## src/sv/alc_ram.sv

```systemverilog
`timescale 1ns / 1ps
// ----------------------------------------------------------------------------
// alc_ram
// Simple dual port RAM, one write port, one registered read port.
// ----------------------------------------------------------------------------
module alc_ram #(
	parameter int WIDTH = 16,
	parameter int DEPTH = 64,
	localparam int AW = (DEPTH > 1) ? $clog2(DEPTH) : 1
) (
	input  logic             clk,
	input  logic             we,
	input  logic [AW-1:0]    waddr,
	input  logic [WIDTH-1:0] wdata,
	input  logic [AW-1:0]    raddr,
	output logic [WIDTH-1:0] rdata
);

	logic [WIDTH-1:0] mem [DEPTH];

	always_ff @(posedge clk) begin
		if (we) begin
			mem[waddr] <= wdata;
		end
		rdata <= mem[raddr];
	end

endmodule

```

## config.mk

```make
export PLATFORM = sky130hd
export DESIGN_NAME = alc_ram
export DESIGN_NICKNAME = d
export VERILOG_FILES = /design/src/sv/alc_ram.sv
export SDC_FILE = /design/constraint.sdc
export NUM_CORES = 1
export LEC_CHECK = 0
export BUFFER_PORTS_ARGS = -buffer_cell sky130_fd_sc_hd__clkbuf_2
export CAP_MARGIN = 0
export CORE_MARGIN = 3
export CORE_UTILIZATION = 63
export CTS_CLUSTER_SIZE = 8
export DETAILED_ROUTE_END_ITERATION = 7
export GPL_ROUTABILITY_DRIVEN = 0
export PLACE_DENSITY = 0.8
export RECOVER_POWER = 25
export SLEW_MARGIN = 10
export SYNTH_ARGS = -nofsm -noshare
export SYNTH_HDL_FRONTEND = slang
export SYNTH_SLANG_ARGS = --single-unit
```

## constraint.sdc

```tcl
create_clock -name clk -period 3.1 [get_ports clk]
set_input_delay 0.465 -clock clk [delete_from_list [all_inputs] [get_ports clk]]
set_output_delay 0.465 -clock clk [all_outputs]
set_load 0.01 [all_outputs]
```

==> run summary <==
Fraction of the mapped netlist area in compound gates = 0.0241
Inserted Clock Buffers = 148
Net count reported at finish = 2104
Global Route met2 Usage = 0.482
Buffer count from post-CTS setup fixing = 0
Mapped cell area = 40000 µm²
Post-detailed-route DRC marker count = 0
Worst min-delay path class = in2reg
Placeable Area = 62300 µm²
Number of synthesized flops with an enable pin = 1024
Area share of the largest cell type after synthesis = 0.768
Clock input transition at the sequential cells of the worst setup and hold paths = 0.05 ns
HPWL Detailed = 57000 µm
Proportion of power drawn by combinational gates = 0.048
Prevailing post-synth register cell = edfxtp_1
Arithmetic-cell share of the synthesized area counting full adders, half adders and majority gates = 0
Cell area after layout = 46000 µm²
RSZ-0062 raised after global routing = false
Layout filler cell count = 3267
Number of design-rule violations left by the first detailed-router iteration = 2996
Post-Syn Area per Cell = 21.9 µm²
Most used standard cell by instance count after synthesis = edfxtp_1
Violations in the final reports = capacitance limit, slew limit
Slew margin rel. = -0.756
Placed instance count = 2761
Number of standard cells after synthesis = 1829
Multiplexer area fraction after synthesis = 0.155
Total negative setup slack = 0 ns
Quantity of hold-fixing buffers added after cts = 0
Sort of element at the start of the critical path = input pin
Maximum number of pins on one net before global-route repair = 65
Core utilization of the finished layout = 0.739
Post-place instance area = 41900 µm²
Maximum vdd drop = 0.722 mV
Fraction of final layout cells with drive strength greater than 1 = 0.283
Cell-internal power = 24.9 mW
Power density of the placed cells = 686 nW/µm²
Clock latency on the worst-skew pair = 0.73 ns
Async set or reset register ratio after synthesis = 0
Largest family of logic cells by synthesized area = multiplexers
Final total power = 31.5 mW
Post-synthesis sequential element count = 1040
Area of all sequential standard cells = 31100 µm²
Final min period = 2.43 ns
Maximum clock insertion buffer count = 3
Final setup skew = 0.0224 ns
Sw Ratio = 0.209
Routed len/inst = 33.5 µm
Post-synthesis share of cell area spent on and, or, nand and nor gates = 0.0265
Starting density of the core = 0.643
Final hold violations = 0
Post_cts resized = 0
Final Max Tran Viols = 493
First-pass GRT wire length = 146000 µm
Row Count = 91
Category of the worst setup path capture point = flip-flop
Antenna viol nets, final = 0
Met3 GRT Util = 0.0848
Vertical die dimension = 258 µm
Total of max-cap violations = 12
Global Route Usage Sum = 0.309
Type of the setup path with the least slack = in2reg
Routed vias/inst = 6.92
Portion of the post-synthesis area used by sequential elements = 0.776
Sequential power share = 0.497
Worst endpoint data arrival time = 3.02 ns
Initial antenna violation count = 5
Clock group share of total power = 0.455
Number of global-route vias before repair = 21.2k
Total number of vias = 20.5k
Ranking of synthesized cells by area = edfxtp_1, mux4_2, mux2i_1, dfxtp_1, mux2_2
Number of ports placed on the die boundary = 46
Met1 track demand over resource = 0.415
Final setup violation count = 0
Post-Syn Nets = 1859
Floorplan die area = 66600 µm²
Final Cycle Share = 0.782
Req. time, crit path = 3.69 ns
Number of distinct standard cells referenced by the synthesized netlist = 43
Result of the run = finished, violations left
Post-Synth XOR/XNOR Area = 0
Final wirelength = 99500 µm
Tightest Pin Transition = 2.63 ns
Total global routing overflow = 0
Commonest cells post-synth = edfxtp_1, mux4_2, mux2i_1
Combined area of the multi-input logic cells = 8250 µm²
Static leakage = 14.9 nW
Layer with the highest usage = met2
Port-buffer cells = 45
Largest fanout on the critical path = 25
Clock sinks = 1040
Synth area leader = edfxtp_1
Max Fclk = 0.412 GHz
Final std cells w/o fill = 2967
Horizontal die dimension = 258 µm
Reported net switching power = 6.60 mW
Warning count from the yosys run = 0
Growth of design area from synthesis to finish = 14.9%
Clock tree from TritonCTS = built
Number of optimization iterations in the first detailed-route pass = 5
H-tree depth reported by CTS = 4
Root buffer selected by CTS = clkbuf_16
cell families (layout without fill, tap and decap cells):
family,count (synthesis),after routing
simple gates,220,220
other cells,0,5
flops,1040,1040
buf+inv,104,400
compound gates,129,129
mux,336,336
per-stage QoR:
step | hold slack [ns] | setup WS [ns]
6_report | 0.336 | 0.675
5_1_grt | 0.340 | 0.632
4_1_cts | 0.251 | 0.759
3_5_place_dp | 0.849 | 0.0551
3_3_place_gp | 0.831 | 0.157
2_1_floorplan | 0.564 | 0.600
placed cells by master (no fill, tap or decap), types with 27 or more instances in the layout:
cell and count:
clkbuf_1 55, nor2b_1 30, mux4_2 220, mux2i_1 85, buf_4 132, nand2_1 59, a22oi_1 39, clkbuf_16 152
mux2_2 27, edfxtp_1 1024, clkbuf_2 32, nor2_1 72
power groups by stage:
stage,clock network (mW),logic [mW],registers (mW)
after floorplan,0,0.806,15.9
after global placement,0,1.43,15.9
after detailed placement,0,1.47,15.9
after CTS,14.5,1.50,15.7
after global routing,15.1,1.57,15.7
final,14.4,1.50,15.7
registers in the layout, summed over array words and instances (netlist names):
| name | count |
|---|---|
| mem | 1024 |
| rdata | 16 |
critical path, stage by stage:
cell	delay (ns)
buf_8	0.31
buf_12	0.25
buf_4	0.22
mux4_2	0.55
mux2i_1	0.29
a22oi_1	0.25
a31oi_1	0.41
buf_4	0.20
a311oi_1	0.04
final timing paths:
path                               from  depth (start not counted)  slack [ns]                end
setup / recovery               raddr[0]                          9        0.67  rdata[11]$_DFF_P_
hold / removal                 raddr[4]                          3        0.34   rdata[7]$_DFF_P_
setup reg to reg  mem[31][11]$_DFFE_PP_                          6        0.88  rdata[11]$_DFF_P_
hold reg to reg   mem[27][12]$_DFFE_PP_                          4        0.86  rdata[12]$_DFF_P_
cell type report:
type	instances	area share
Sequential cell	1040	0.675
Multi-Input combinational cell	685	0.179
Clock buffer	190	0.0858
Timing Repair Buffer	199	0.0335
Tap cell	837	0.0228
Clock inverter	11	0.00283
Antenna cell	5	0.000272
routing by layer:
layer	vias up	share of wire
met4	2	0.048
met5	-	0.00016
li1	8134	-
met1	10600	0.35
met3	293	0.11
met2	1500	0.49
Note: power is estimated with default switching activity, not from simulation.
