File: config.mk
export PLATFORM = sky130hd
export DESIGN_NAME = alc_cfg
export DESIGN_NICKNAME = d
export VERILOG_FILES = /design/src/sv/alc_pkg.sv /design/src/sv/alc_cfg.sv
export SDC_FILE = /design/constraint.sdc
export NUM_CORES = 1
export LEC_CHECK = 0
export ABC_CLOCK_PERIOD_IN_PS = 800
export BUFFER_PORTS_ARGS = -buffer_cell sky130_fd_sc_hd__buf_2
export CAP_MARGIN = 25
export CELL_PAD_IN_SITES_DETAIL_PLACEMENT = 1
export CELL_PAD_IN_SITES_GLOBAL_PLACEMENT = 1
export CORE_MARGIN = 2
export CORE_UTILIZATION = 21
export CTS_BUF_LIST = sky130_fd_sc_hd__clkbuf_16
export DETAILED_ROUTE_END_ITERATION = 12
export PLACE_DENSITY = 0.78
export SETUP_SLACK_MARGIN = 0.1
export SYNTH_ARGS = -nofsm -noshare
export SYNTH_HDL_FRONTEND = slang
export SYNTH_SLANG_ARGS = --single-unit
File: constraint.sdc
create_clock -name clk -period 0.8 [get_ports clk]
set_input_delay 0.08 -clock clk [delete_from_list [all_inputs] [get_ports clk]]
set_output_delay 0.08 -clock clk [all_outputs]
set_load 0.005 [all_outputs]
File: src/sv/alc_pkg.sv
`timescale 1ns / 1ps
// ----------------------------------------------------------------------------
// alc_pkg
// Shared constants, register codes and types for the average linkage
// clustering block.
// ----------------------------------------------------------------------------
package alc_pkg;

	localparam int MAX_OBJECTS_DEF = 64;
	localparam int DIST_BITS_DEF   = 16;

	localparam int IDX_W   = 6;
	localparam int DIN_W   = 16;
	localparam int LABEL_W = 7;
	localparam int OCNT_W  = 7;
	localparam int TCNT_W  = 6;
	localparam int PADDR_W = 3;
	localparam int PDATA_W = 32;

	localparam logic REG_OBJECT_COUNT = 1'b0;
	localparam logic REG_TARGET_COUNT = 1'b1;

	localparam logic [OCNT_W-1:0] OBJECT_COUNT_RST = 7'd64;
	localparam logic [TCNT_W-1:0] TARGET_COUNT_RST = 6'd1;

	typedef struct packed {
		logic [OCNT_W-1:0] object_count;
		logic [TCNT_W-1:0] target_count;
	} cfg_t;

endpackage

File: src/sv/alc_cfg.sv
`timescale 1ns / 1ps
// ----------------------------------------------------------------------------
// alc_cfg
// APB register file: object count and target class count.
// ----------------------------------------------------------------------------
module alc_cfg import alc_pkg::*; (
	input  logic               clk,
	input  logic               arst_n,
	input  logic               psel,
	input  logic               penable,
	input  logic               pwrite,
	input  logic [PADDR_W-1:0] paddr,
	input  logic [PDATA_W-1:0] pwdata,
	output logic [PDATA_W-1:0] prdata,
	output logic               pready,
	output cfg_t               cfg
);

	logic [OCNT_W-1:0] object_count_q;
	logic [TCNT_W-1:0] target_count_q;
	logic              wr;

	assign pready = 1'b1;
	assign wr = psel && penable && pwrite;

	always_ff @(posedge clk or negedge arst_n) begin
		if (!arst_n) begin
			object_count_q <= OBJECT_COUNT_RST;
			target_count_q <= TARGET_COUNT_RST;
		end else if (wr) begin
			case (paddr[2])
				REG_OBJECT_COUNT: object_count_q <= pwdata[OCNT_W-1:0];
				REG_TARGET_COUNT: target_count_q <= pwdata[TCNT_W-1:0];
				default: ;
			endcase
		end
	end

	always_comb begin
		case (paddr[2])
			REG_OBJECT_COUNT: prdata = PDATA_W'(object_count_q);
			REG_TARGET_COUNT: prdata = PDATA_W'(target_count_q);
			default:          prdata = '0;
		endcase
	end

	assign cfg.object_count = object_count_q;
	assign cfg.target_count = target_count_q;

endmodule

==> results.rst, run 1 <==
.. list-table::
   :header-rows: 1

   * - Metric
     - Value
   * - Source of the worst register-to-register timing path
     - target_count_q[3]
   * - Final number of setup-violating endpoints
     - 26
   * - Most common cell after layout, fill and taps aside
     - sky130_fd_sc_hd__conb_1
   * - Via count of the first global-routing pass
     - 577
   * - Detailed-placement wirelength estimate
     - 1395 µm
   * - DRC violations left
     - 0
   * - Standard-cell rows
     - 22
   * - Outcome
     - finished, violations left
   * - Number of detailed-routing iterations run before antenna repair
     - 2
   * - Total number of yosys warnings
     - 0
   * - Violations in the final reports
     - negative setup slack
   * - Number of standard cells in the layout, taps in and fillers out
     - 154
   * - Number of inserted filler cells in the final layout
     - 415
   * - Path type of the worst setup path
     - reg2out
   * - Most used routing layer in global routing
     - met2
   * - Gate count of the mapped netlist
     - 64
   * - Worst hold stages
     - 2
   * - Critical path capture point type
     - output pin
   * - Startpoint of the tightest hold check path
     - pwdata[6]
   * - DIE WIDTH
     - 65.66 µm
   * - Leakage power of the design
     - 0.0006592 µW
   * - Time the final worst path needs with I/O delays and setup
     - 1.111 ns
   * - Cell count after placement
     - 143
   * - Clock latency reported for the late side of the worst-skew pair
     - 0.24 ns
   * - Post-synth cell types
     - 9
   * - Remaining Overflow, GRT
     - 0
   * - Worst hold path type
     - in2reg
   * - Floorplan die height
     - 65.66 µm
   * - IO Count
     - 86
   * - Total number of vias
     - 536
   * - Largest net degree at the start of global routing
     - 14
   * - Full die area
     - between 4000 and 5000 µm²
   * - Number of max-slew violations in the final report
     - 0
   * - Endpoint of the worst hold path
     - object_count_q[6]
   * - Least setup slack across all paths after layout
     - -0.3112 ns
   * - Layout overhead on the synthesized area
     - 51.72%
   * - Sequential Area
     - around 330 µm²
   * - Setup repair after global routing missed its margin
     - true
   * - Data arrival, critical path
     - 1.03 ns
   * - R2r endpoint
     - target_count_q[3]
   * - Number of buffers inserted by port buffering
     - 32
   * - Wire length after detailed routing
     - 2016 µm
   * - Flip-flop and latch count after synthesis
     - 13
   * - Initial standard-cell utilization of the core
     - 21.80%
   * - Wirelength per Cell
     - between 10 and 15 µm
   * - Clock tree skew after final layout
     - 0 ns
   * - Std-Cell Core Area
     - 3661 µm²
   * - # nets final
     - 147
   * - Final Hold Viols
     - 0
   * - 1st-iter DRT viols
     - 4
   * - H-Tree Depth
     - 1
   * - Total power
     - 2922 µW
   * - Fraction of layout instances using a drive strength above 1
     - 63.21%
   * - Share of the yosys chip area belonging to registers
     - 41.07%
   * - Mean area per synthesized cell
     - 12.47 µm²
   * - Clock tree from TritonCTS
     - built
   * - Syn Std Cell Area
     - 798.3 µm²
   * - Maximum achievable frequency
     - 0.8999 GHz
   * - Clock buffers created by TritonCTS
     - 3
   * - Clock transition time at the flip-flop clock pins of the worst setup and hold paths
     - approximately 0.05 ns
   * - Routed vias/inst
     - 3.481
   * - Clk buf depth
     - 2
   * - Met2 Usage GRT
     - 16.67%
   * - Routability cong.
     - around 0.65
   * - Max-cap violation count
     - 0
   * - Total GRT Usage
     - 9.104%
   * - Commonest non-fill, non-tap cells in the layout
     - sky130_fd_sc_hd__conb_1, sky130_fd_sc_hd__buf_2, sky130_fd_sc_hd__buf_6
   * - Global-route wire length before repair
     - 2835 µm
   * - Share of the core filled with cells
     - between 30% and 40%
   * - Largest vdd supply drop
     - 0.0006511 V
   * - Aggregate negative setup slack
     - -4.060 ns
   * - Root Buffer
     - sky130_fd_sc_hd__clkbuf_16
   * - Setup slack, reg-to-reg
     - -0.12 ns
   * - Antenna Nets Post-Route
     - 0
   * - Total area of multi-input combinational cells
     - 426.7 µm²
   * - Highest net fanout along the worst path
     - 2
   * - GR met3 Demand/Resource
     - 2.740%
   * - Antenna cell count
     - 0
   * - Power density cells
     - 2413 nW/µm²
   * - Final period util
     - 138.9%
   * - Met1 track demand over resource
     - under 10%
   * - Required time at the worst-slack endpoint
     - between 0.7 and 0.8 ns
   * - Number of cells traversed by the worst register-to-register path
     - 2
   * - Startpoint type of the worst setup path
     - flop
   * - # clock sinks
     - 13
   * - Initial antenna violation count
     - 0
cell families after synthesis:
logic type	Yosys count	synth area share (%)
buf+inv	27	25.86
mux	19	26.80
simple gates	3	5.329
other cells	2	0.9408
flops	13	41.07
area by class of cell:
type                    instances  area share (%)
clock buffers                   3           6.198
repair buffers                 41           26.24
clock inverters                 1          0.3099
multi-input cells              48           35.23
well taps                      48           4.959
flip-flops and latches         13           27.07
power breakdown:
| group | switching [µW] | internal [µW] | total (µW) |
|---|---|---|---|
| Combinational | 330 | 716 | 1050 |
| Clock | 272 | 659 | 931 |
| Sequential | 121 | 824 | 944 |
through the flow:
step / worst slack (ns) / hold slack (ns) / instance area, µm²
floorplan: -0.01789 / -0.2156 / 888.4
global placement: -0.08682 / -0.03475 / 917.1
detailed placement: -0.1329 / -0.02381 / 917.1
CTS: -0.3036 / 0.08225 / 1131
global route: -0.3337 / 0.08091 / 1211
finish: -0.3112 / 0.07941 / 1211
worst max-delay path by stage:
stage | startpoint | end | slack, ns | cells past startpoint
global route | object_count_q[3] | prdata[3] | -0.33 | 2
CTS | target_count_q[3] | prdata[3] | -0.30 | 2
finish | target_count_q[3] | prdata[3] | -0.31 | 2
global placement | paddr[2] | prdata[1] | -0.09 | 4
floorplan | paddr[2] | object_count_q[0] | -0.02 | 3
detailed placement | pwrite | target_count_q[4] | -0.13 | 3
Yosys cell counts (all sizes together):
cell type | count | area share [%]
buf | 27 | 26
nand4b | 1 | 3.0
mux2 | 19 | 27
dfstp | 2 | 6.6
dfrtp | 11 | 34
nor2b | 1 | 0.78
conb | 2 | 0.94
nand4 | 1 | 1.6
sequential cells by signal, summed over array words and instances, names as in the netlist:
name            count
object_count_q      7
target_count_q      6
worst max-delay path, cell delays in order, from the launching register on:
cell	delay [ns]
sky130_fd_sc_hd__dfrtp_1	0.40
sky130_fd_sc_hd__mux2_2	0.27
sky130_fd_sc_hd__buf_2	0.12
repair_timing:
item / 4_1_cts / 5_1_grt
endpoints found under the setup margin: 33 / 33
hold buffers: 1 / 0
pin swaps: 0 / 0
setup buffers: 6 / 3
resized for setup: 18 / 18
hold endpoints to repair: 13 / 0
routing by layer:
| layer | vias to the layer above | part of all wire [%] |
|---|---|---|
| met1 | 253 | 39 |
| li1 | 244 | - |
| met4 | 0 | 0.69 |
| met3 | 2 | 8.3 |
| met2 | 37 | 52 |
| met5 | - | 0 |
(Power assumes the default switching activity.)
==> run 2, diff against run 1 <==
==> constraint.sdc (replaced) <==
create_clock -name clk -period 0.8 [get_ports clk]
set_input_delay 0.16 -clock clk [delete_from_list [all_inputs] [get_ports clk]]
set_output_delay 0.16 -clock clk [all_outputs]
set_load 0.005 [all_outputs]
==> run 2 against run 1 <==
Against the previous run: the run still ends with negative setup slack left; final area up 13%; critical path depth unchanged; register-to-register slack got worse by 0.05 ns; clock-buffer cell count stayed put; power is 14% higher; global-route usage up 1.3 points; clock power is 2.4% higher; clock skew stayed put; sequential share of layout area is 3.0 points lower; highest routed layer unchanged.
==> results.rst, run 2 (same netlist as run 1, synthesis figures left out) <==
.. list-table::
   :header-rows: 1

   * - Metric
     - Value
   * - Endpoint of the worst hold path
     - target_count_q[0]
   * - Leakage power of the design
     - 0.0007322 µW
   * - Standard-cell rows
     - 22
   * - # nets final
     - 156
   * - Metal3 WL
     - ~180 µm
   * - Data arrival, critical path
     - 1.03 ns
   * - Instance area after placement
     - roughly 1000 µm²
   * - Final cell area excluding filler cells
     - 1363 µm²
   * - Least setup slack across all paths after layout
     - -0.3914 ns
   * - Largest registers ranked by flip-flop count
     - object_count_q x7, target_count_q x6
   * - Number of cells traversed by the worst register-to-register path
     - 3
   * - Number of standard cells in the layout, taps in and fillers out
     - 163
   * - Number of inserted filler cells in the final layout
     - 408
   * - DIE WIDTH
     - roughly 66 µm
   * - Root Buffer
     - sky130_fd_sc_hd__clkbuf_16
   * - Outcome
     - finished, violations left
   * - H-Tree Depth
     - 1
   * - Layout overhead on the synthesized area
     - 70.69%
   * - Highest net fanout along the worst path
     - 2
   * - Final number of setup-violating endpoints
     - 33
   * - Startpoint type of the worst setup path
     - flop
   * - Cell count after placement
     - 154
   * - DRC violations left
     - 0
   * - Remaining Overflow, GRT
     - 0
   * - Std-Cell Core Area
     - about 3700 µm²
   * - Detailed-routed wire length on met2
     - 1152 µm
   * - Routability cong.
     - 0.7516
   * - Full die area
     - 4311 µm²
   * - Clock buffers created by TritonCTS
     - 3
   * - Final period util
     - 148.9%
   * - CP max stage cell
     - sky130_fd_sc_hd__dfrtp_1
   * - Worst hold stages
     - 2
   * - Most common cell after layout, fill and taps aside
     - sky130_fd_sc_hd__buf_6
   * - Time the final worst path needs with I/O delays and setup
     - around 1.2 ns
   * - Clock tree from TritonCTS
     - built
   * - Power density cells
     - roughly 2400 nW/µm²
   * - Commonest non-fill, non-tap cells in the layout
     - sky130_fd_sc_hd__buf_6, sky130_fd_sc_hd__conb_1, sky130_fd_sc_hd__mux2_4
   * - Aggregate negative setup slack
     - -7.042 ns
   * - Violations in the final reports
     - negative setup slack
   * - Initial antenna violation count
     - 0
   * - Wirelength per Cell
     - 13.87 µm
   * - CP top delay family
     - flip-flops
   * - # clock sinks
     - 13
   * - Wire length after detailed routing
     - 2261 µm
   * - Max-cap violation count
     - 0
   * - Clock tree skew after final layout
     - 0 ns
   * - Routed vias/inst
     - 3.540
   * - Fraction of layout instances using a drive strength above 1
     - 66.09%
   * - Clock transition time at the flip-flop clock pins of the worst setup and hold paths
     - 0.05 ns
   * - Required time at the worst-slack endpoint
     - 0.64 ns
   * - Floorplan die height
     - 65.66 µm
   * - Global-route wire length before repair
     - 3187 µm
   * - Number of detailed-routing iterations run before antenna repair
     - 3
   * - Number of buffers inserted by port buffering
     - 32
   * - Clock latency reported for the late side of the worst-skew pair
     - 0.24 ns
   * - Cell breakdown of the critical path
     - mux2_2 -> buf_2
   * - Total number of vias
     - 577
   * - Buffering stage count on the worst path with inverters included
     - 1
   * - Post-Route M1 WL
     - 903 µm
   * - 1st-iter DRT viols
     - 5
   * - Number of max-slew violations in the final report
     - 0
   * - Worst hold path type
     - in2reg
   * - Total GRT Usage
     - around 10%
   * - Final Hold Viols
     - 0
   * - Setup slack, reg-to-reg
     - -0.17 ns
   * - Path type of the worst setup path
     - reg2out
   * - Total power
     - 3335 µW
   * - Largest register FFs
     - 7
   * - Initial standard-cell utilization of the core
     - 21.80%
   * - Maximum achievable frequency
     - 0.8394 GHz
   * - Antenna Nets Post-Route
     - 0
   * - Antenna cell count
     - 0
   * - Source of the worst register-to-register timing path
     - object_count_q[4]
   * - Setup repair after global routing missed its margin
     - true
   * - Largest vdd supply drop
     - 0.0006593 V
   * - Via count of the first global-routing pass
     - 626
   * - Largest stage delay, worst path
     - 0.39 ns
   * - Largest Register
     - object_count_q
   * - IO Count
     - 86
   * - R2r endpoint
     - object_count_q[4]
   * - Startpoint of the tightest hold check path
     - pwdata[0]
   * - Largest net degree at the start of global routing
     - 14
   * - Clk buf depth
     - 2
   * - Critical path capture point type
     - output pin
   * - Highest routing layer actually used
     - met4
## run 2: cell types whose count changed in the layout (fill, tap and decap cells not counted)
cell                      delta
sky130_fd_sc_hd__buf_4       -2
sky130_fd_sc_hd__buf_2       -7
sky130_fd_sc_hd__buf_6      +18
sky130_fd_sc_hd__mux2_4      +1
sky130_fd_sc_hd__mux2_2      -1
sky130_fd_sc_hd__nor2b_4     -1
sky130_fd_sc_hd__nor2b_2     +1
## run 2: worst max path at each step
stage	startpoint	end	slack, ns	cells past startpoint
floorplan	paddr[2]	object_count_q[0]	-0.1	3
global placement	paddr[2]	target_count_q[3]	-0.28	3
detailed placement	paddr[2]	object_count_q[4]	-0.32	3
CTS	object_count_q[4]	prdata[4]	-0.38	2
global route	target_count_q[2]	prdata[2]	-0.42	2
finish	target_count_q[2]	prdata[2]	-0.39	2
## run 2: metal layers
metal | vias to the layer above | track usage (%)
li1 | 264 | -
met1 | 276 | 12.09
met2 | 34 | 17.05
met3 | 3 | 4.110
met4 | 0 | 3.906
met5 | - | 0
## run 2: per-stage QoR
stage / utilization (%) / hold WS [ns] / setup WS, ns
after global routing: 37.22 / 0.1671 / -0.4202
after floorplan: - / -0.1356 / -0.09575
after CTS: 34.45 / 0.1641 / -0.3803
final: 37.22 / 0.1653 / -0.3914
after detailed placement: 28.16 / 0.06629 / -0.3239
after global placement: 28.16 / 0.04945 / -0.2785
## run 2: what timing repair did
| action | in CTS | in global routing |
|---|---|---|
| endpoints found under the setup margin | 33 | 33 |
| endpoints found under the hold margin | 11 | 0 |
| resized for setup | 22 | 28 |
| buffers inserted | 7 | 5 |
| hold buffers | 1 | 0 |
## run 2: where the power goes
part	leakage (µW)	internal (µW)	switching (µW)
Sequential	0.000153	823	106
Combinational	0.000537	1010	439
Clock	0.0000423	661	292
Total	0.000732	2500	837
## run 2: final cells by class
| type | count | area, µm² | area share, % |
|---|---|---|---|
| clock inverters | 1 | 3.754 | 0.2755 |
| clock buffers | 3 | 75.07 | 5.510 |
| multi-input cells | 48 | 425.4 | 31.22 |
| flip-flops and latches | 13 | 327.8 | 24.06 |
| well taps | 48 | 60.06 | 4.408 |
| repair buffers | 50 | 470.5 | 34.53 |
==> run 3, diff against run 2 <==
CORE_ASPECT_RATIO = 1.25   (was not set)
==> run 3 against run 2 <==
Against the previous run: the run still ends with negative setup slack left; via count is 5.0% higher; clock power is 1% lower; global-route usage is 0.080 points lower; cell count is 1.8% lower; critical path type unchanged; sequential power hardly changed; clock skew stayed put; highest routed layer unchanged; flip-flop and latch count stayed put; critical endpoint is now prdata[6].
==> results.rst, run 3 (same netlist as run 1, synthesis figures left out) <==
.. list-table::
   :header-rows: 1

   * - Metric
     - Value
   * - Time the final worst path needs with I/O delays and setup
     - 1.195 ns
   * - Setup repair after global routing missed its margin
     - true
   * - Total power
     - 3400 µW
   * - Worst hold path type
     - in2reg
   * - Outcome
     - finished, violations left
   * - Highest net fanout along the worst path
     - 3
   * - Share of the core filled with cells
     - 37.58%
   * - Fraction of layout instances using a drive strength above 1
     - between 60% and 70%
   * - Floorplan die height
     - 72.93 µm
   * - Setup slack, reg-to-reg
     - -0.19 ns
   * - Global-route wire length before repair
     - 3298 µm
   * - Total GRT Usage
     - 10.30%
   * - Least setup slack across all paths after layout
     - -0.3950 ns
   * - Largest Register
     - object_count_q
   * - Routed vias/inst
     - about 3.8
   * - Commonest non-fill, non-tap cells in the layout
     - sky130_fd_sc_hd__buf_6, sky130_fd_sc_hd__conb_1, sky130_fd_sc_hd__mux2_4
   * - Largest register FFs
     - 7
   * - Std-Cell Core Area
     - around 3700 µm²
   * - Clock buffers created by TritonCTS
     - 3
   * - Path type of the worst setup path
     - reg2out
   * - CP max stage cell
     - sky130_fd_sc_hd__dfstp_2
   * - Number of buffers inserted by port buffering
     - 32
   * - Violations in the final reports
     - negative setup slack
   * - Required time at the worst-slack endpoint
     - approximately 0.64 ns
   * - Metal3 WL
     - 149 µm
   * - Final number of setup-violating endpoints
     - 32
   * - # clock sinks
     - 13
   * - Largest vdd supply drop
     - 0.0007814 V
   * - Root Buffer
     - sky130_fd_sc_hd__clkbuf_16
   * - Largest net degree at the start of global routing
     - 14
   * - Antenna Nets Post-Route
     - 0
   * - Post-Route M1 WL
     - 790 µm
   * - Via count of the first global-routing pass
     - ~640
   * - Power density cells
     - 2431 nW/µm²
   * - Largest stage delay, worst path
     - 0.54 ns
   * - Detailed-routed wire length on met2
     - 1382 µm
   * - Final period util
     - 149.4%
   * - Most common cell after layout, fill and taps aside
     - sky130_fd_sc_hd__buf_6
   * - Leakage power of the design
     - 0.0007647 µW
   * - H-Tree Depth
     - 1
   * - Clock latency reported for the late side of the worst-skew pair
     - 0.24 ns
   * - # nets final
     - 161
   * - Antenna cell count
     - 0
   * - Highest routing layer actually used
     - met4
   * - Clock transition time at the flip-flop clock pins of the worst setup and hold paths
     - 0.04 ns
   * - Final Hold Viols
     - 0
   * - Number of standard cells in the layout, taps in and fillers out
     - 160
   * - Layout overhead on the synthesized area
     - 75.23%
   * - Full die area
     - 4313 µm²
   * - Initial standard-cell utilization of the core
     - 21.45%
   * - Number of detailed-routing iterations run before antenna repair
     - 3
   * - Detailed-placement wirelength estimate
     - ~1600 µm
   * - Clk buf depth
     - 2
   * - Total number of vias
     - 606
   * - DRC violations left
     - 0
   * - Cell count after placement
     - 145
   * - Wire length after detailed routing
     - 2336 µm
   * - Cell breakdown of the critical path
     - nor2b_1 -> buf_2
   * - Routability cong.
     - about 0.68
   * - Critical path capture point type
     - output pin
   * - Remaining Overflow, GRT
     - 0
   * - Wirelength per Cell
     - 14.60 µm
   * - Max-cap violation count
     - 0
   * - Data arrival, critical path
     - 1.04 ns
   * - IO Count
     - 86
   * - Buffering stage count on the worst path with inverters included
     - 1
   * - 1st-iter DRT viols
     - 6
   * - Startpoint type of the worst setup path
     - flop
   * - Number of max-slew violations in the final report
     - 0
   * - Maximum achievable frequency
     - 0.8368 GHz
   * - DIE WIDTH
     - 59.15 µm
   * - Largest registers ranked by flip-flop count
     - object_count_q x7, target_count_q x6
   * - Initial antenna violation count
     - 0
   * - Standard-cell rows
     - 25
   * - Clock tree from TritonCTS
     - built
   * - CP top delay family
     - flip-flops
   * - Clock tree skew after final layout
     - 0 ns
## run 3: layer usage
layer | up-vias | GRT usage (%)
met4 | 0 | 2.273
met5 | - | 0
met3 | 2 | 2.837
met2 | 32 | 18.77
met1 | 299 | 11.77
li1 | 273 | -
## run 3: stage by stage
stage	worst slack [ns]	instance area, µm²	setup TNS, ns	hold slack (ns)
floorplan	-0.09575	928.4	-1.024	-0.1356
global placement	-0.2567	1013	-4.385	0.06529
detailed placement	-0.2873	1013	-4.668	0.08000
CTS	-0.3766	1251	-6.740	0.1533
global route	-0.4434	1399	-7.925	0.1666
finish	-0.3950	1399	-7.145	0.1545
## run 3: path summary, 6_finish.rpt
| path | cells after the start | to | start |
|---|---|---|---|
| min in group asynchronous | 2 | object_count_q[3] | arst_n |
| setup / recovery | 2 | prdata[6] | object_count_q[6] |
| hold reg to reg | 2 | object_count_q[1] | object_count_q[1] |
| hold / removal | 2 | object_count_q[6] | pwdata[6] |
| max in group asynchronous | 2 | target_count_q[0] | arst_n |
| setup reg to reg | 3 | object_count_q[2] | object_count_q[2] |
## run 3: report_power, final
part	leakage [µW]	total [µW]	internal [µW]	switching, µW
logic	0.000569	1530	1070	455
clock network	0.0000423	942	660	282
registers	0.000153	928	822	106
total	0.000765	3400	2560	843
## run 3: area by class of cell
| cell class | instances | area [µm²] |
|---|---|---|
| clock inverters | 1 | 3.754 |
| flip-flops and latches | 13 | 327.8 |
| multi-input cells | 48 | 430.4 |
| clock buffers | 3 | 75.07 |
| well taps | 40 | 50.05 |
| fillers | 418 | 2323 |
| repair buffers | 55 | 511.7 |
## run 3: timing repair
| item | in CTS | in global routing |
|---|---|---|
| hold endpoints to repair | 11 | 0 |
| gates resized for setup | 23 | 30 |
| setup endpoints to repair | 33 | 33 |
| hold buffers | 1 | 0 |
| setup buffers | 6 | 12 |
