===== config.mk =====
export PLATFORM = sky130hd
export DESIGN_NAME = alc_engine_flat
export DESIGN_NICKNAME = d
export VERILOG_FILES = /design/src/sv/alc_pkg.sv /design/src/sv/alc_if.sv /design/src/sv/alc_engine.sv /design/src/flat_wrapper.sv
export SDC_FILE = /design/constraint.sdc
export NUM_CORES = 1
export LEC_CHECK = 0
export BUFFER_PORTS_ARGS = -buffer_cell sky130_fd_sc_hd__buf_2
export CAP_MARGIN = 20
export CORE_ASPECT_RATIO = 0.75
export CORE_UTILIZATION = 30
export DETAILED_ROUTE_END_ITERATION = 10
export PLACE_DENSITY = 0.41
export REMOVE_ABC_BUFFERS = 1
export SLEW_MARGIN = 20
export SYNTH_ARGS = -nofsm -noshare
export SYNTH_HDL_FRONTEND = slang
export SYNTH_SLANG_ARGS = --single-unit

===== constraint.sdc =====
create_clock -name clk -period 11.6 [get_ports clk]
set_input_delay 1.74 -clock clk [delete_from_list [all_inputs] [get_ports clk]]
set_output_delay 1.74 -clock clk [all_outputs]
set_load 0.01 [all_outputs]

===== src/sv/alc_pkg.sv =====
`timescale 1ns / 1ps
// ----------------------------------------------------------------------------
// alc_pkg
// Shared constants, register codes and types for the average linkage
// clustering block.
// ----------------------------------------------------------------------------
package alc_pkg;

	localparam int MAX_OBJECTS_DEF = 64;
	localparam int DIST_BITS_DEF   = 16;

	localparam int IDX_W   = 6;
	localparam int DIN_W   = 16;
	localparam int LABEL_W = 7;
	localparam int OCNT_W  = 7;
	localparam int TCNT_W  = 6;
	localparam int PADDR_W = 3;
	localparam int PDATA_W = 32;

	localparam logic REG_OBJECT_COUNT = 1'b0;
	localparam logic REG_TARGET_COUNT = 1'b1;

	localparam logic [OCNT_W-1:0] OBJECT_COUNT_RST = 7'd64;
	localparam logic [TCNT_W-1:0] TARGET_COUNT_RST = 6'd1;

	typedef struct packed {
		logic [OCNT_W-1:0] object_count;
		logic [TCNT_W-1:0] target_count;
	} cfg_t;

endpackage


===== src/sv/alc_if.sv =====
`timescale 1ns / 1ps
// ----------------------------------------------------------------------------
// alc_in_if / alc_out_if
// Valid/ready channels for matrix entry beats and class label beats.
// ----------------------------------------------------------------------------
interface alc_in_if import alc_pkg::*; ();
	logic              valid;
	logic              ready;
	logic [IDX_W-1:0]  row_index;
	logic [IDX_W-1:0]  col_index;
	logic [DIN_W-1:0]  distance_value;
	logic              last_entry;

	modport source (output valid, row_index, col_index, distance_value, last_entry,
		input ready);
	modport sink (input valid, row_index, col_index, distance_value, last_entry,
		output ready);
endinterface

interface alc_out_if import alc_pkg::*; ();
	logic               valid;
	logic               ready;
	logic [IDX_W-1:0]   object_index;
	logic [LABEL_W-1:0] class_label;
	logic               last_object;

	modport source (output valid, object_index, class_label, last_object, input ready);
	modport sink (input valid, object_index, class_label, last_object, output ready);
endinterface


===== src/sv/alc_engine.sv =====
`timescale 1ns / 1ps
// ----------------------------------------------------------------------------
// alc_engine
// Load sequencer and merge search over the distance and label memories.
// ----------------------------------------------------------------------------
module alc_engine import alc_pkg::*; #(
	parameter int MAX_OBJECTS = MAX_OBJECTS_DEF,
	parameter int DIST_BITS   = DIST_BITS_DEF,
	localparam int IW = (MAX_OBJECTS > 1) ? $clog2(MAX_OBJECTS) : 1,
	localparam int CW = $clog2(MAX_OBJECTS + 1),
	localparam int AW = $clog2(MAX_OBJECTS * MAX_OBJECTS),
	localparam int SW = DIST_BITS + CW,
	localparam int PW = SW + CW
) (
	input  logic                 clk,
	input  logic                 arst_n,
	input  cfg_t                 cfg,
	alc_in_if.sink               item_in,
	alc_out_if.source            item_out,
	output logic                 dist_we,
	output logic [AW-1:0]        dist_waddr,
	output logic [DIST_BITS-1:0] dist_wdata,
	output logic [AW-1:0]        dist_raddr,
	input  logic [DIST_BITS-1:0] dist_rdata,
	output logic                 lab_we,
	output logic [IW-1:0]        lab_waddr,
	output logic [LABEL_W-1:0]   lab_wdata,
	output logic [IW-1:0]        lab_raddr,
	input  logic [LABEL_W-1:0]   lab_rdata
);

	localparam logic [3:0] ST_IDLE   = 4'd0;
	localparam logic [3:0] ST_RINIT  = 4'd1;
	localparam logic [3:0] ST_ICHK   = 4'd2;
	localparam logic [3:0] ST_JCHK   = 4'd3;
	localparam logic [3:0] ST_SCAN   = 4'd4;
	localparam logic [3:0] ST_MUL    = 4'd5;
	localparam logic [3:0] ST_CMP    = 4'd6;
	localparam logic [3:0] ST_MERGE  = 4'd7;
	localparam logic [3:0] ST_OUTRD  = 4'd8;
	localparam logic [3:0] ST_OUTLD  = 4'd9;
	localparam logic [3:0] ST_OUTW   = 4'd10;

	logic [3:0]             state_q;
	logic [CW-1:0]          n_q, i_q, j_q, k_q, o_q;
	logic [TCNT_W-1:0]      rounds_q;
	logic                   v_s1;
	logic [IW-1:0]          k_s1;
	logic                   found_q;
	logic [IW-1:0]          best_rep_q, best_obj_q;
	logic [SW-1:0]          best_sum_q, sum_q;
	logic [CW-1:0]          best_cnt_q, cnt_q;
	logic [PW-1:0]          prod_a_q, prod_b_q;
	logic [MAX_OBJECTS-1:0] joined_q, merged_q;
	logic                   out_valid_q;
	logic [IDX_W-1:0]       out_idx_q;
	logic [LABEL_W-1:0]     out_lab_q;
	logic                   out_last_q;

	logic                   in_acc, out_acc;
	logic [OCNT_W-1:0]      n_sat;
	logic signed [8:0]      rnd;
	logic                   member;
	logic [IW-1:0]          i_ix, j_ix, k_ix, o_ix;

	assign i_ix = i_q[IW-1:0];
	assign j_ix = j_q[IW-1:0];
	assign k_ix = k_q[IW-1:0];
	assign o_ix = o_q[IW-1:0];

	assign item_in.ready = (state_q == ST_IDLE);
	assign in_acc  = item_in.valid && item_in.ready;
	assign out_acc = item_out.valid && item_out.ready;

	assign n_sat = (cfg.object_count > OCNT_W'(MAX_OBJECTS)) ? OCNT_W'(MAX_OBJECTS)
		: cfg.object_count;
	assign rnd = $signed({2'b00, n_sat}) - 9'sd1 - $signed({3'b000, cfg.target_count});

	assign dist_we = in_acc && (7'(item_in.row_index) < 7'(MAX_OBJECTS))
		&& (7'(item_in.col_index) < 7'(MAX_OBJECTS));
	assign dist_waddr = AW'(item_in.row_index * MAX_OBJECTS) + AW'(item_in.col_index);
	assign dist_wdata = DIST_BITS'(item_in.distance_value);
	assign dist_raddr = AW'(k_ix * MAX_OBJECTS) + AW'(j_ix);

	assign lab_we    = (state_q == ST_MERGE);
	assign lab_waddr = best_obj_q;
	assign lab_wdata = LABEL_W'(best_rep_q) + LABEL_W'(1);
	assign lab_raddr = (state_q == ST_SCAN) ? k_ix : o_ix;

	assign member = (k_s1 == i_ix)
		|| (joined_q[k_s1] && (lab_rdata == LABEL_W'(i_ix) + LABEL_W'(1)));

	always_ff @(posedge clk or negedge arst_n) begin
		if (!arst_n) begin
			state_q     <= ST_IDLE;
			n_q         <= '0;
			i_q         <= '0;
			j_q         <= '0;
			k_q         <= '0;
			o_q         <= '0;
			rounds_q    <= '0;
			v_s1        <= 1'b0;
			found_q     <= 1'b0;
			joined_q    <= '0;
			merged_q    <= '0;
			out_valid_q <= 1'b0;
		end else begin
			case (state_q)
				ST_IDLE: begin
					if (in_acc && item_in.last_entry) begin
						n_q      <= CW'(n_sat);
						rounds_q <= TCNT_W'(rnd);
						joined_q <= '0;
						merged_q <= '0;
						o_q      <= '0;
						state_q  <= (rnd > 9'sd0) ? ST_RINIT : ST_OUTRD;
					end
				end
				ST_RINIT: begin
					found_q <= 1'b0;
					i_q     <= '0;
					state_q <= ST_ICHK;
				end
				ST_ICHK: begin
					if (i_q == n_q) begin
						state_q <= found_q ? ST_MERGE : ST_OUTRD;
					end else if (joined_q[i_ix]) begin
						i_q <= i_q + CW'(1);
					end else begin
						j_q     <= '0;
						state_q <= ST_JCHK;
					end
				end
				ST_JCHK: begin
					if (j_q == n_q) begin
						i_q     <= i_q + CW'(1);
						state_q <= ST_ICHK;
					end else if (j_q == i_q || joined_q[j_ix] || merged_q[j_ix]) begin
						j_q <= j_q + CW'(1);
					end else begin
						k_q     <= '0;
						sum_q   <= '0;
						cnt_q   <= '0;
						state_q <= ST_SCAN;
					end
				end
				ST_SCAN: begin
					v_s1 <= (k_q != n_q);
					k_s1 <= k_ix;
					if (k_q != n_q) begin
						k_q <= k_q + CW'(1);
					end
					if (v_s1 && member) begin
						sum_q <= sum_q + SW'(dist_rdata);
						cnt_q <= cnt_q + CW'(1);
					end
					if (k_q == n_q && !v_s1) begin
						state_q <= ST_MUL;
					end
				end
				ST_MUL: begin
					prod_a_q <= PW'(sum_q * best_cnt_q);
					prod_b_q <= PW'(best_sum_q * cnt_q);
					state_q  <= ST_CMP;
				end
				ST_CMP: begin
					if (!found_q || prod_a_q < prod_b_q) begin
						found_q    <= 1'b1;
						best_sum_q <= sum_q;
						best_cnt_q <= cnt_q;
						best_rep_q <= i_ix;
						best_obj_q <= j_ix;
					end
					j_q     <= j_q + CW'(1);
					state_q <= ST_JCHK;
				end
				ST_MERGE: begin
					joined_q[best_obj_q] <= 1'b1;
					merged_q[best_rep_q] <= 1'b1;
					rounds_q <= rounds_q - TCNT_W'(1);
					state_q  <= (rounds_q == TCNT_W'(1)) ? ST_OUTRD : ST_RINIT;
				end
				ST_OUTRD: begin
					state_q <= (o_q == n_q) ? ST_IDLE : ST_OUTLD;
				end
				ST_OUTLD: begin
					out_valid_q <= 1'b1;
					out_idx_q   <= IDX_W'(o_q);
					out_lab_q   <= joined_q[o_ix] ? lab_rdata : LABEL_W'(o_q) + LABEL_W'(1);
					out_last_q  <= (o_q + CW'(1) == n_q);
					state_q     <= ST_OUTW;
				end
				ST_OUTW: begin
					if (out_acc) begin
						out_valid_q <= 1'b0;
						o_q         <= o_q + CW'(1);
						state_q     <= ST_OUTRD;
					end
				end
				default: state_q <= ST_IDLE;
			endcase
		end
	end

	assign item_out.valid        = out_valid_q;
	assign item_out.object_index = out_idx_q;
	assign item_out.class_label  = out_lab_q;
	assign item_out.last_object  = out_last_q;

	a_out_blocks_in: assert property (@(posedge clk) disable iff (!arst_n)
		item_out.valid |-> !item_in.ready)
		else $error("result pending while accepting input");
	a_merge_found: assert property (@(posedge clk) disable iff (!arst_n)
		(state_q == ST_MERGE) |-> found_q && (best_rep_q != best_obj_q))
		else $error("merge without a valid pair");
	a_scan_bound: assert property (@(posedge clk) disable iff (!arst_n)
		(state_q == ST_SCAN) |-> (k_q <= n_q) && (j_q < n_q) && (i_q < n_q))
		else $error("scan counters out of range");
	a_merge_marks: assert property (@(posedge clk) disable iff (!arst_n)
		(state_q == ST_MERGE) |=> joined_q[$past(best_obj_q)] && merged_q[$past(best_rep_q)])
		else $error("merge not recorded");

endmodule


===== src/flat_wrapper.sv =====
// flat-port wrapper written by rule: the top's interface ports become plain ports
module alc_engine_flat import alc_pkg::*;
#(
	parameter int MAX_OBJECTS = MAX_OBJECTS_DEF,
	parameter int DIST_BITS   = DIST_BITS_DEF,
	localparam int IW = (MAX_OBJECTS > 1) ? $clog2(MAX_OBJECTS) : 1,
	localparam int CW = $clog2(MAX_OBJECTS + 1),
	localparam int AW = $clog2(MAX_OBJECTS * MAX_OBJECTS),
	localparam int SW = DIST_BITS + CW,
	localparam int PW = SW + CW
)
  (clk, arst_n, cfg, dist_we, dist_waddr, dist_wdata, dist_raddr, dist_rdata, lab_we, lab_waddr, lab_wdata, lab_raddr, lab_rdata, item_in_valid, item_in_row_index, item_in_col_index, item_in_distance_value, item_in_last_entry, item_in_ready, item_out_valid, item_out_object_index, item_out_class_label, item_out_last_object, item_out_ready);
  alc_in_if item_in_i ();
  alc_out_if item_out_i ();
  input  logic clk;
  input  logic arst_n;
  input  cfg_t cfg;
  output logic dist_we;
  output logic [AW-1:0] dist_waddr;
  output logic [DIST_BITS-1:0] dist_wdata;
  output logic [AW-1:0] dist_raddr;
  input  logic [DIST_BITS-1:0] dist_rdata;
  output logic lab_we;
  output logic [IW-1:0] lab_waddr;
  output logic [LABEL_W-1:0] lab_wdata;
  output logic [IW-1:0] lab_raddr;
  input  logic [LABEL_W-1:0] lab_rdata;
  input wire logic [$bits(item_in_i.valid)-1:0] item_in_valid;
  input wire logic [$bits(item_in_i.row_index)-1:0] item_in_row_index;
  input wire logic [$bits(item_in_i.col_index)-1:0] item_in_col_index;
  input wire logic [$bits(item_in_i.distance_value)-1:0] item_in_distance_value;
  input wire logic [$bits(item_in_i.last_entry)-1:0] item_in_last_entry;
  output wire logic [$bits(item_in_i.ready)-1:0] item_in_ready;
  output wire logic [$bits(item_out_i.valid)-1:0] item_out_valid;
  output wire logic [$bits(item_out_i.object_index)-1:0] item_out_object_index;
  output wire logic [$bits(item_out_i.class_label)-1:0] item_out_class_label;
  output wire logic [$bits(item_out_i.last_object)-1:0] item_out_last_object;
  input wire logic [$bits(item_out_i.ready)-1:0] item_out_ready;
  assign item_in_i.valid = item_in_valid;
  assign item_in_i.row_index = item_in_row_index;
  assign item_in_i.col_index = item_in_col_index;
  assign item_in_i.distance_value = item_in_distance_value;
  assign item_in_i.last_entry = item_in_last_entry;
  assign item_in_ready = item_in_i.ready;
  assign item_out_valid = item_out_i.valid;
  assign item_out_object_index = item_out_i.object_index;
  assign item_out_class_label = item_out_i.class_label;
  assign item_out_last_object = item_out_i.last_object;
  assign item_out_i.ready = item_out_ready;
  alc_engine #(.MAX_OBJECTS(MAX_OBJECTS), .DIST_BITS(DIST_BITS)) u_core (.clk(clk), .arst_n(arst_n), .cfg(cfg), .item_in(item_in_i), .item_out(item_out_i), .dist_we(dist_we), .dist_waddr(dist_waddr), .dist_wdata(dist_wdata), .dist_raddr(dist_raddr), .dist_rdata(dist_rdata), .lab_we(lab_we), .lab_waddr(lab_waddr), .lab_wdata(lab_wdata), .lab_raddr(lab_raddr), .lab_rdata(lab_rdata));
endmodule

==> impl_results.md, run 1 <==
* Number of buffers added by the clock tree synthesis step at between 40 and 50
* Global-route wire length before repair at roughly 130,000 µm
* Post-synthesis area per instance at just under 10 µm²
* Slowest CP cell: sky130_fd_sc_hd__edfxtp_1
* Most common cell after layout, fill and taps aside: sky130_fd_sc_hd__inv_1
* Die outline height at approximately 260 µm
* Total area of sequential cells at between 8000 and 9000 µm²
* Kind of start point of the critical path: flop
* Routed via count at 20.7k
* Start-to-end type of the worst setup path: flop to flop
* Number of detailed-routing iterations run before antenna repair at 6
* Leading area contributor after synthesis: sky130_fd_sc_hd__edfxtp_1
* Portion of the clock cycle consumed by the worst path in the final layout at between 50% and 60%
* Number of enable flip-flop cells after synthesis at ~150
* Final critical delay including setup and external delays at between 6 and 7 ns
* Initial core utilization at a little over 30%
* Top post-synthesis cells by area: sky130_fd_sc_hd__edfxtp_1, sky130_fd_sc_hd__dfrtp_1, sky130_fd_sc_hd__fa_1
* Most common cell on crit path: sky130_fd_sc_hd__fa_1
* Clock slew seen by the registers of the worst setup and hold paths at ~0.06 ns
* Initial drt markers at roughly 1.5k
* Peak clock frequency supported by timing at around 0.16 GHz
* Final setup violation count at 0
* Number of primary I/O pins at 146
* Cells on worst reg2reg path at 17
* Transition at the pin with the smallest max-transition slack at between 1 and 1.5 ns
* Worst hold path type: flop to flop
* Worst slack, placed at between 5 and 6 ns
* Critical-path cell list: and2_1 > fa_1 > fa_1 > fa_1 > inv_1 > fa_1 > inv_1 > ha_1 > or3_1 > a21oi_1 > o211ai_1 > a31oi_1 > a22oi_1 > a31oi_1 > o31a_1 > nor2_1 > a311o_1
* Worst-skew pair later-pin latency at about 0.6 ns
* Hold Crit Endpoint: u_core.merged_q[44]
* Max-slew violations at 0
* Root buffer cell: sky130_fd_sc_hd__clkbuf_16
* Clock Tree Buf Depth at 3
* Worst path required time at about 12 ns
* DR WL met3 at just over 6000 µm
* Average via count per standard cell at 5.12
* Number of gates resized after CTS at 0
* Critical path data arrival time at 6.52 ns
* Filler instances at a little over 9k
* Worst hold stages at 2
* Asr flop ratio synth at 53.7%
* Instance count after placement with tap cells included at slightly below 4k
* Synthesis-to-finish area growth at 10.1%
* CTS tree: done
* Met1 layer wirelength in the final routing at approximately 47,000 µm
* Number of buffers added on ports at 89
* Maximum vdd ir drop at ~0.14 mV
* Site Rows at 96
* Number of endpoints with negative hold slack in the final report at 0
* Crit path largest cell delay at around 0.95 ns
* Yosys top cell area share at 16.5%
* Cell Count, Final, Fillers Out at 4,045
* Number of global-route vias before repair at between 20k and 25k
* Netlist area before placement at 27,600 µm²
* Number of buffers added to fix hold violations after cts at 0
* RSZ-0062 raised after global routing: false
* Remaining antenna violation count after routing at 0
* Detailed-routed wire length on met2 at 34,200 µm
* Overflow after GRT at 0
* RR Endpoint: u_core.prod_b_q[28]
* Count of maximum capacitance violations at 0
* Worst min-delay path startpoint: u_core.merged_q[44]
* Maximum fanout count along the critical path at 26
* Total Wirelength at 88,200 µm
* DIE AREA at roughly 93,000 µm²
* Die Span X at around 350 µm
* Leak Pwr at between 10 and 15 nW
* Cell area power density at 276 nW/µm²
* Layout net count at 3,220
* Final weighted congestion in routability-driven placement at ~0.86
* HPWL after DPL at ~66,000 µm
* Final design area excluding fillers at between 30,000 and 40,000 µm²
* Seq/Total Area, Yosys at 32.4%
* Clock Skew at roughly 0.026 ns
* Relative slew slack at between 20% and 30%
* Outcome: completed
* Highest Signal Layer: met4
* Unique masters post-synth at just over 80
* Number of buffers inserted by post-CTS setup repair at 0
* Most frequent cells in the layout: sky130_fd_sc_hd__inv_1, sky130_fd_sc_hd__nor2_1, sky130_fd_sc_hd__and2_1
* Pin count of the biggest net entering global routing at approximately 90
* Total number of clock tree sinks at approximately 330
* Proportion of layout cells with a drive suffix above 1 at about 9.8%
* Capturing element type of the critical path: flop
* Total buffers and inverters traversed by the critical path at 2
* Worst path setup slack after routing at roughly 5.4 ns
* Syn. warnings at 0
* Most used DFF post-synth: sky130_fd_sc_hd__dfrtp_1
* Area of placed instances at around 29,000 µm²
* Post-Syn Instances at 2,811
* Post-Route Utilization at 33.3%
* Reg-to-reg slack, setup at roughly 5.4 ns
* Footprint of the multi-input gates at approximately 17,000 µm²
* Placeable core region at between 90,000 and 100,000 µm²
* GRT Util Overall at between 10% and 20%
* Average wire per cell in the routed design at around 22 µm
* Sum of negative setup slack at 0 ns
* Number of levels in the clock H-tree at 2
* Delay-heaviest family, CP: adder cells
* Beginning of the worst register-to-register path: u_core.cnt_q[4]
* # DRC at 0
* Number of antenna violations at the first check in global routing at 3
* Number of synthesized register bits at roughly 330
==> registers in the layout, indices dropped and copies added, names as in the netlist, 4 cells and up <==
register	cells
u_core.best_cnt_q	7
u_core.best_rep_q	6
u_core.best_sum_q	23
u_core.cnt_q	7
u_core.i_q	7
u_core.item_out.class_label	7
u_core.item_out.object_index	6
u_core.j_q	7
u_core.joined_q	64
u_core.k_q	7
u_core.k_s1	6
u_core.lab_waddr	6
u_core.merged_q	64
u_core.n_q	7
u_core.o_q	7
u_core.prod_a_q	30
u_core.prod_b_q	30
u_core.rounds_q	6
u_core.state_q	4
u_core.sum_q	23
==> power breakdown <==
part           leakage (nW)  total, mW  switching (mW)  internal [mW]
clock network         0.697       1.37           0.566          0.807
registers              3.72       2.14           0.423           1.72
logic                  9.14       4.88            2.85           2.03
==> cell families (layout without fill, tap and decap cells) <==
group	Yosys count	in the layout	share of synthesized area [%]
and+or+nand+nor	967	967	17.7
buffers and inverters	464	472	6.95
DFF	328	328	32.4
AOI/OAI and AO/OA	458	458	10.1
adders and majority gates	366	366	22.3
other	0	1	0
muxes	81	81	5.83
xor gates and xnor gates	147	147	4.66
==> synth_stat cells (all sizes together), types with 6 or more instances <==
library cell	instances
a21oi	217
or2	16
a31oi	10
buf	60
o21a	11
nor2b	26
and2	253
clkbuf	120
o41ai	6
inv	284
edfxtp	152
mux4	63
nor3	52
o31ai	11
nand2b	21
o21ai	73
a211oi	20
mux2i	13
nand2	185
nor2	257
nand3b	8
nand4	20
or3	21
and3	17
dfrtp	176
a2111oi	9
o21bai	10
ha	156
fa	210
nor3b	18
a21o	27
o211ai	13
nand3	50
xnor2	78
nor4	12
xor2	69
==> stage by stage <==
stage                     power, mW  hold WS [ns]
after detailed placement       7.01         0.480
after CTS                      8.46         0.495
final                          8.39         0.500
after floorplan                5.54         0.454
after global routing           9.18         0.517
after global placement         7.02         0.473
==> layer usage <==
| metal | global-route usage [%] | vias up |
|---|---|---|
| met5 | 0 | - |
| met4 | 3.67 | 0 |
| li1 | - | 9409 |
| met1 | 31.2 | 10593 |
| met3 | 3.32 | 87 |
| met2 | 24.6 | 616 |
==> area by class of cell <==
cell class / instances / area share (%)
multi-input cells: 2019 / 55.3
inverters: 284 / 3.50
flip-flops and latches: 328 / 29.5
clock inverters: 23 / 0.794
repair buffers: 110 / 2.00
clock buffers: 55 / 3.85
well taps: 1225 / 5.04
diodes: 1 / 0.00822
==> worst reg2reg max path: stages (launching register included) <==
cell and delay, ns:
sky130_fd_sc_hd__edfxtp_1 0.95, sky130_fd_sc_hd__and2_1 0.26, sky130_fd_sc_hd__fa_1 0.44, sky130_fd_sc_hd__fa_1 0.52, sky130_fd_sc_hd__fa_1 0.55, sky130_fd_sc_hd__inv_1 0.07, sky130_fd_sc_hd__fa_1 0.54, sky130_fd_sc_hd__inv_1 0.04
sky130_fd_sc_hd__ha_1 0.24, sky130_fd_sc_hd__or3_1 0.43, sky130_fd_sc_hd__a21oi_1 0.22, sky130_fd_sc_hd__o211ai_1 0.12, sky130_fd_sc_hd__a31oi_1 0.37, sky130_fd_sc_hd__a22oi_1 0.20, sky130_fd_sc_hd__a31oi_1 0.37, sky130_fd_sc_hd__o31a_1 0.26
sky130_fd_sc_hd__nor2_1 0.07, sky130_fd_sc_hd__a311o_1 0.31
==> how the worst max path moves through the flow <==
stage | to | cells past startpoint | startpoint
2_1_floorplan | u_core.best_cnt_q[0] | 3 | arst_n
3_3_place_gp | u_core.prod_b_q[28] | 17 | u_core.cnt_q[5]
3_5_place_dp | u_core.prod_b_q[28] | 17 | u_core.cnt_q[4]
4_1_cts | u_core.prod_b_q[28] | 17 | u_core.cnt_q[4]
5_1_grt | u_core.prod_b_q[28] | 17 | u_core.cnt_q[4]
6_report | u_core.prod_b_q[28] | 17 | u_core.cnt_q[4]
No activity file was read; power rests on OpenSTA's default activity.
==> run 2: changes to the inputs <==
==> constraint.sdc (replaced) <==
create_clock -name clk -period 6.4 [get_ports clk]
set_input_delay 0.96 -clock clk [delete_from_list [all_inputs] [get_ports clk]]
set_output_delay 0.96 -clock clk [all_outputs]
set_load 0.01 [all_outputs]
==> impl_results.md, run 2 (synthesis results as in run 1) <==
* CTS tree: done
* Total number of clock tree sinks at 328
* Cell area power density at slightly below 500 nW/µm²
* Critical path data arrival time at between 6 and 7 ns
* Number of gates resized after CTS at 0
* Layout net count at between 3k and 4k
* Capturing element type of the critical path: flop
* Maximum vdd ir drop at around 0.31 mV
* Transition at the pin with the smallest max-transition slack at about 1.2 ns
* Clock slew seen by the registers of the worst setup and hold paths at about 0.07 ns
* Number of buffers added by the clock tree synthesis step at 43
* Filler instances at 9,296
* Pin count of the biggest net entering global routing at 163
* Remaining antenna violation count after routing at 0
* Max-slew violations at 0
* Number of global-route vias before repair at approximately 20k
* Number of buffers added on ports at 89
* Die Span X at 353 µm
* Outcome: completed
* Count of maximum capacitance violations at 0
* Most frequent cells in the layout: sky130_fd_sc_hd__inv_1, sky130_fd_sc_hd__nor2_1, sky130_fd_sc_hd__and2_1
* Critical-path cell list: buf_4 > and2_1 > fa_1 > fa_1 > fa_1 > inv_1 > fa_1 > inv_1 > ha_1 > a21o_1 > a21oi_1 > o211ai_1 > a31oi_1 > a22oi_1 > a31oi_1 > o31a_1 > nor2_1 > a311o_1
* Initial core utilization at a little under a third
* Busiest metal layer after global routing: met1
* Register share of total power at 25.8%
* Number of buffers added to fix hold violations after cts at 0
* Site Rows at 96
* Start-to-end type of the worst setup path: flop to flop
* Number of primary I/O pins at ~150
* Proportion of total power due to net switching at 46.4%
* Worst slack, placed at 0.349 ns
* Die outline height at ~260 µm
* Worst path setup slack after routing at 0.482 ns
* Beginning of the worst register-to-register path: u_core.cnt_q[1]
* Worst path required time at about 6.7 ns
* RSZ-0062 raised after global routing: false
* Crit path largest cell delay at 0.65 ns
* Final setup violation count at 0
* Relative slew slack at 21.8%
* Initial drt markers at 1,595
* # DRC at 0
* Power consumption at 15.1 mW
* Sum of negative setup slack at 0 ns
* Largest registers in the final layout: u_core.joined_q (64), u_core.merged_q (64)
* Proportion of layout cells with a drive suffix above 1 at 10.4%
* Met3 layer usage reported by global route at under 10%
* Switch Pwr at between 7 and 8 mW
* Synthesis-to-finish area growth at 10.3%
* Kind of start point of the critical path: flop
* Portion of total power attributed to the clock network at between 10% and 20%
* Number of detailed-routing iterations run before antenna repair at 5
* Clock Skew at roughly 0.037 ns
* Placeable core region at around 90,000 µm²
* Total Wirelength at about 90,000 µm
* Worst-skew pair later-pin latency at 0.61 ns
* HPWL after DPL at about 67,000 µm
* Most common cell on crit path: sky130_fd_sc_hd__fa_1
* Met1 Track Usage GR at 31.9%
* Internal power component at ~8.1 mW
* Final critical delay including setup and external delays at 5.92 ns
* Slowest CP cell: sky130_fd_sc_hd__edfxtp_1
* Overflow after GRT at 0
* GRT Util Overall at a little under a fifth
* Leak Pwr at around 14 nW
* Average wire per cell in the routed design at roughly 22 µm
* Final-layout worst hold slack at 0.198 ns
* Most common cell after layout, fill and taps aside: sky130_fd_sc_hd__inv_1
* DIE AREA at 93,400 µm²
* Global-route wire length before repair at roughly 140,000 µm
* Final weighted congestion in routability-driven placement at around 0.87
* Root buffer cell: sky130_fd_sc_hd__clkbuf_16
* Worst Setup SP: u_core.cnt_q[1]
* Number of antenna violations at the first check in global routing at 4
* Number of endpoints with negative hold slack in the final report at 0
* Number of levels in the clock H-tree at 2
* Routed via count at 20.7k
* Peak clock frequency supported by timing at between 0.15 and 0.2 GHz
* Combinational group share of total power at around three fifths
* Clock Tree Buf Depth at 3
* Average via count per standard cell at ~5
* Portion of the clock cycle consumed by the worst path in the final layout at between 90% and 100%
* Maximum fanout count along the critical path at 16
* Worst hold path type: input port to asynchronous set/reset pin
* Grt met2 use at around 25%
## run 2: final cells by class
cell class                 instances  area [µm²]  share of cell area (%)
sequential                       328        8970                    29.4
tap                             1225        1530                    5.03
timing repair buffer             126         742                    2.43
clock buffer                      55        1140                    3.74
multi-input combinational       2019       16800                    55.2
clock inverter                    24         196                   0.644
antenna                            1        2.50                 0.00821
inverter                         284        1070                    3.50
## run 2: path summary, 6_finish.rpt
path,end,cells after the start,slack [ns]
worst max-delay path,u_core.prod_b_q[28],18,0.48
worst min-delay path,u_core.n_q[5],1,0.20
worst max register to register,u_core.prod_b_q[28],18,0.48
worst min register to register,u_core.merged_q[9],2,0.49
max in group asynchronous,u_core.joined_q[19],2,4.98
min in group clk,u_core.merged_q[9],2,0.49
## run 2: layer usage
| metal | wire, µm | share of wire [%] |
|---|---|---|
| met4 | 1110 | 1.2 |
| met1 | 48500 | 54 |
| met2 | 34100 | 38 |
| met3 | 6150 | 6.8 |
| met5 | 0 | 0 |
## run 2: power by group through the flow
| stage | Clock (mW) | Sequential [mW] | Combinational, mW |
|---|---|---|---|
| floorplan | 0 | 3.65 | 6.38 |
| global placement | 0 | 3.90 | 8.73 |
| detailed placement | 0 | 3.90 | 8.75 |
| CTS | 2.44 | 3.87 | 8.83 |
| global route | 2.51 | 3.96 | 9.97 |
| finish | 2.37 | 3.89 | 8.85 |
## run 2: what timing repair did
item	4_1_cts	5_1_grt
setup endpoints to repair	0	1
buffers inserted	0	1
hold endpoints to repair	0	0
## run 2: critical path: cells and delay by family (launching register included)
kind | cells | cell delay (ns)
AO/OA/AOI/OAI | 8 | 2.04
adder cells (fa/ha/maj) | 5 | 2.31
buffers and inverters | 3 | 0.41
flip-flops | 1 | 0.65
AND/OR/NAND/NOR | 2 | 0.24
## run 2: per-stage QoR
stage	util, %	cell area (µm²)	instances
after floorplan	-	26800	2631
after global placement	31.8	29100	3981
after detailed placement	31.9	29100	3981
after CTS	33.3	30500	4060
after global routing	33.4	30500	4061
final	33.4	30500	4062
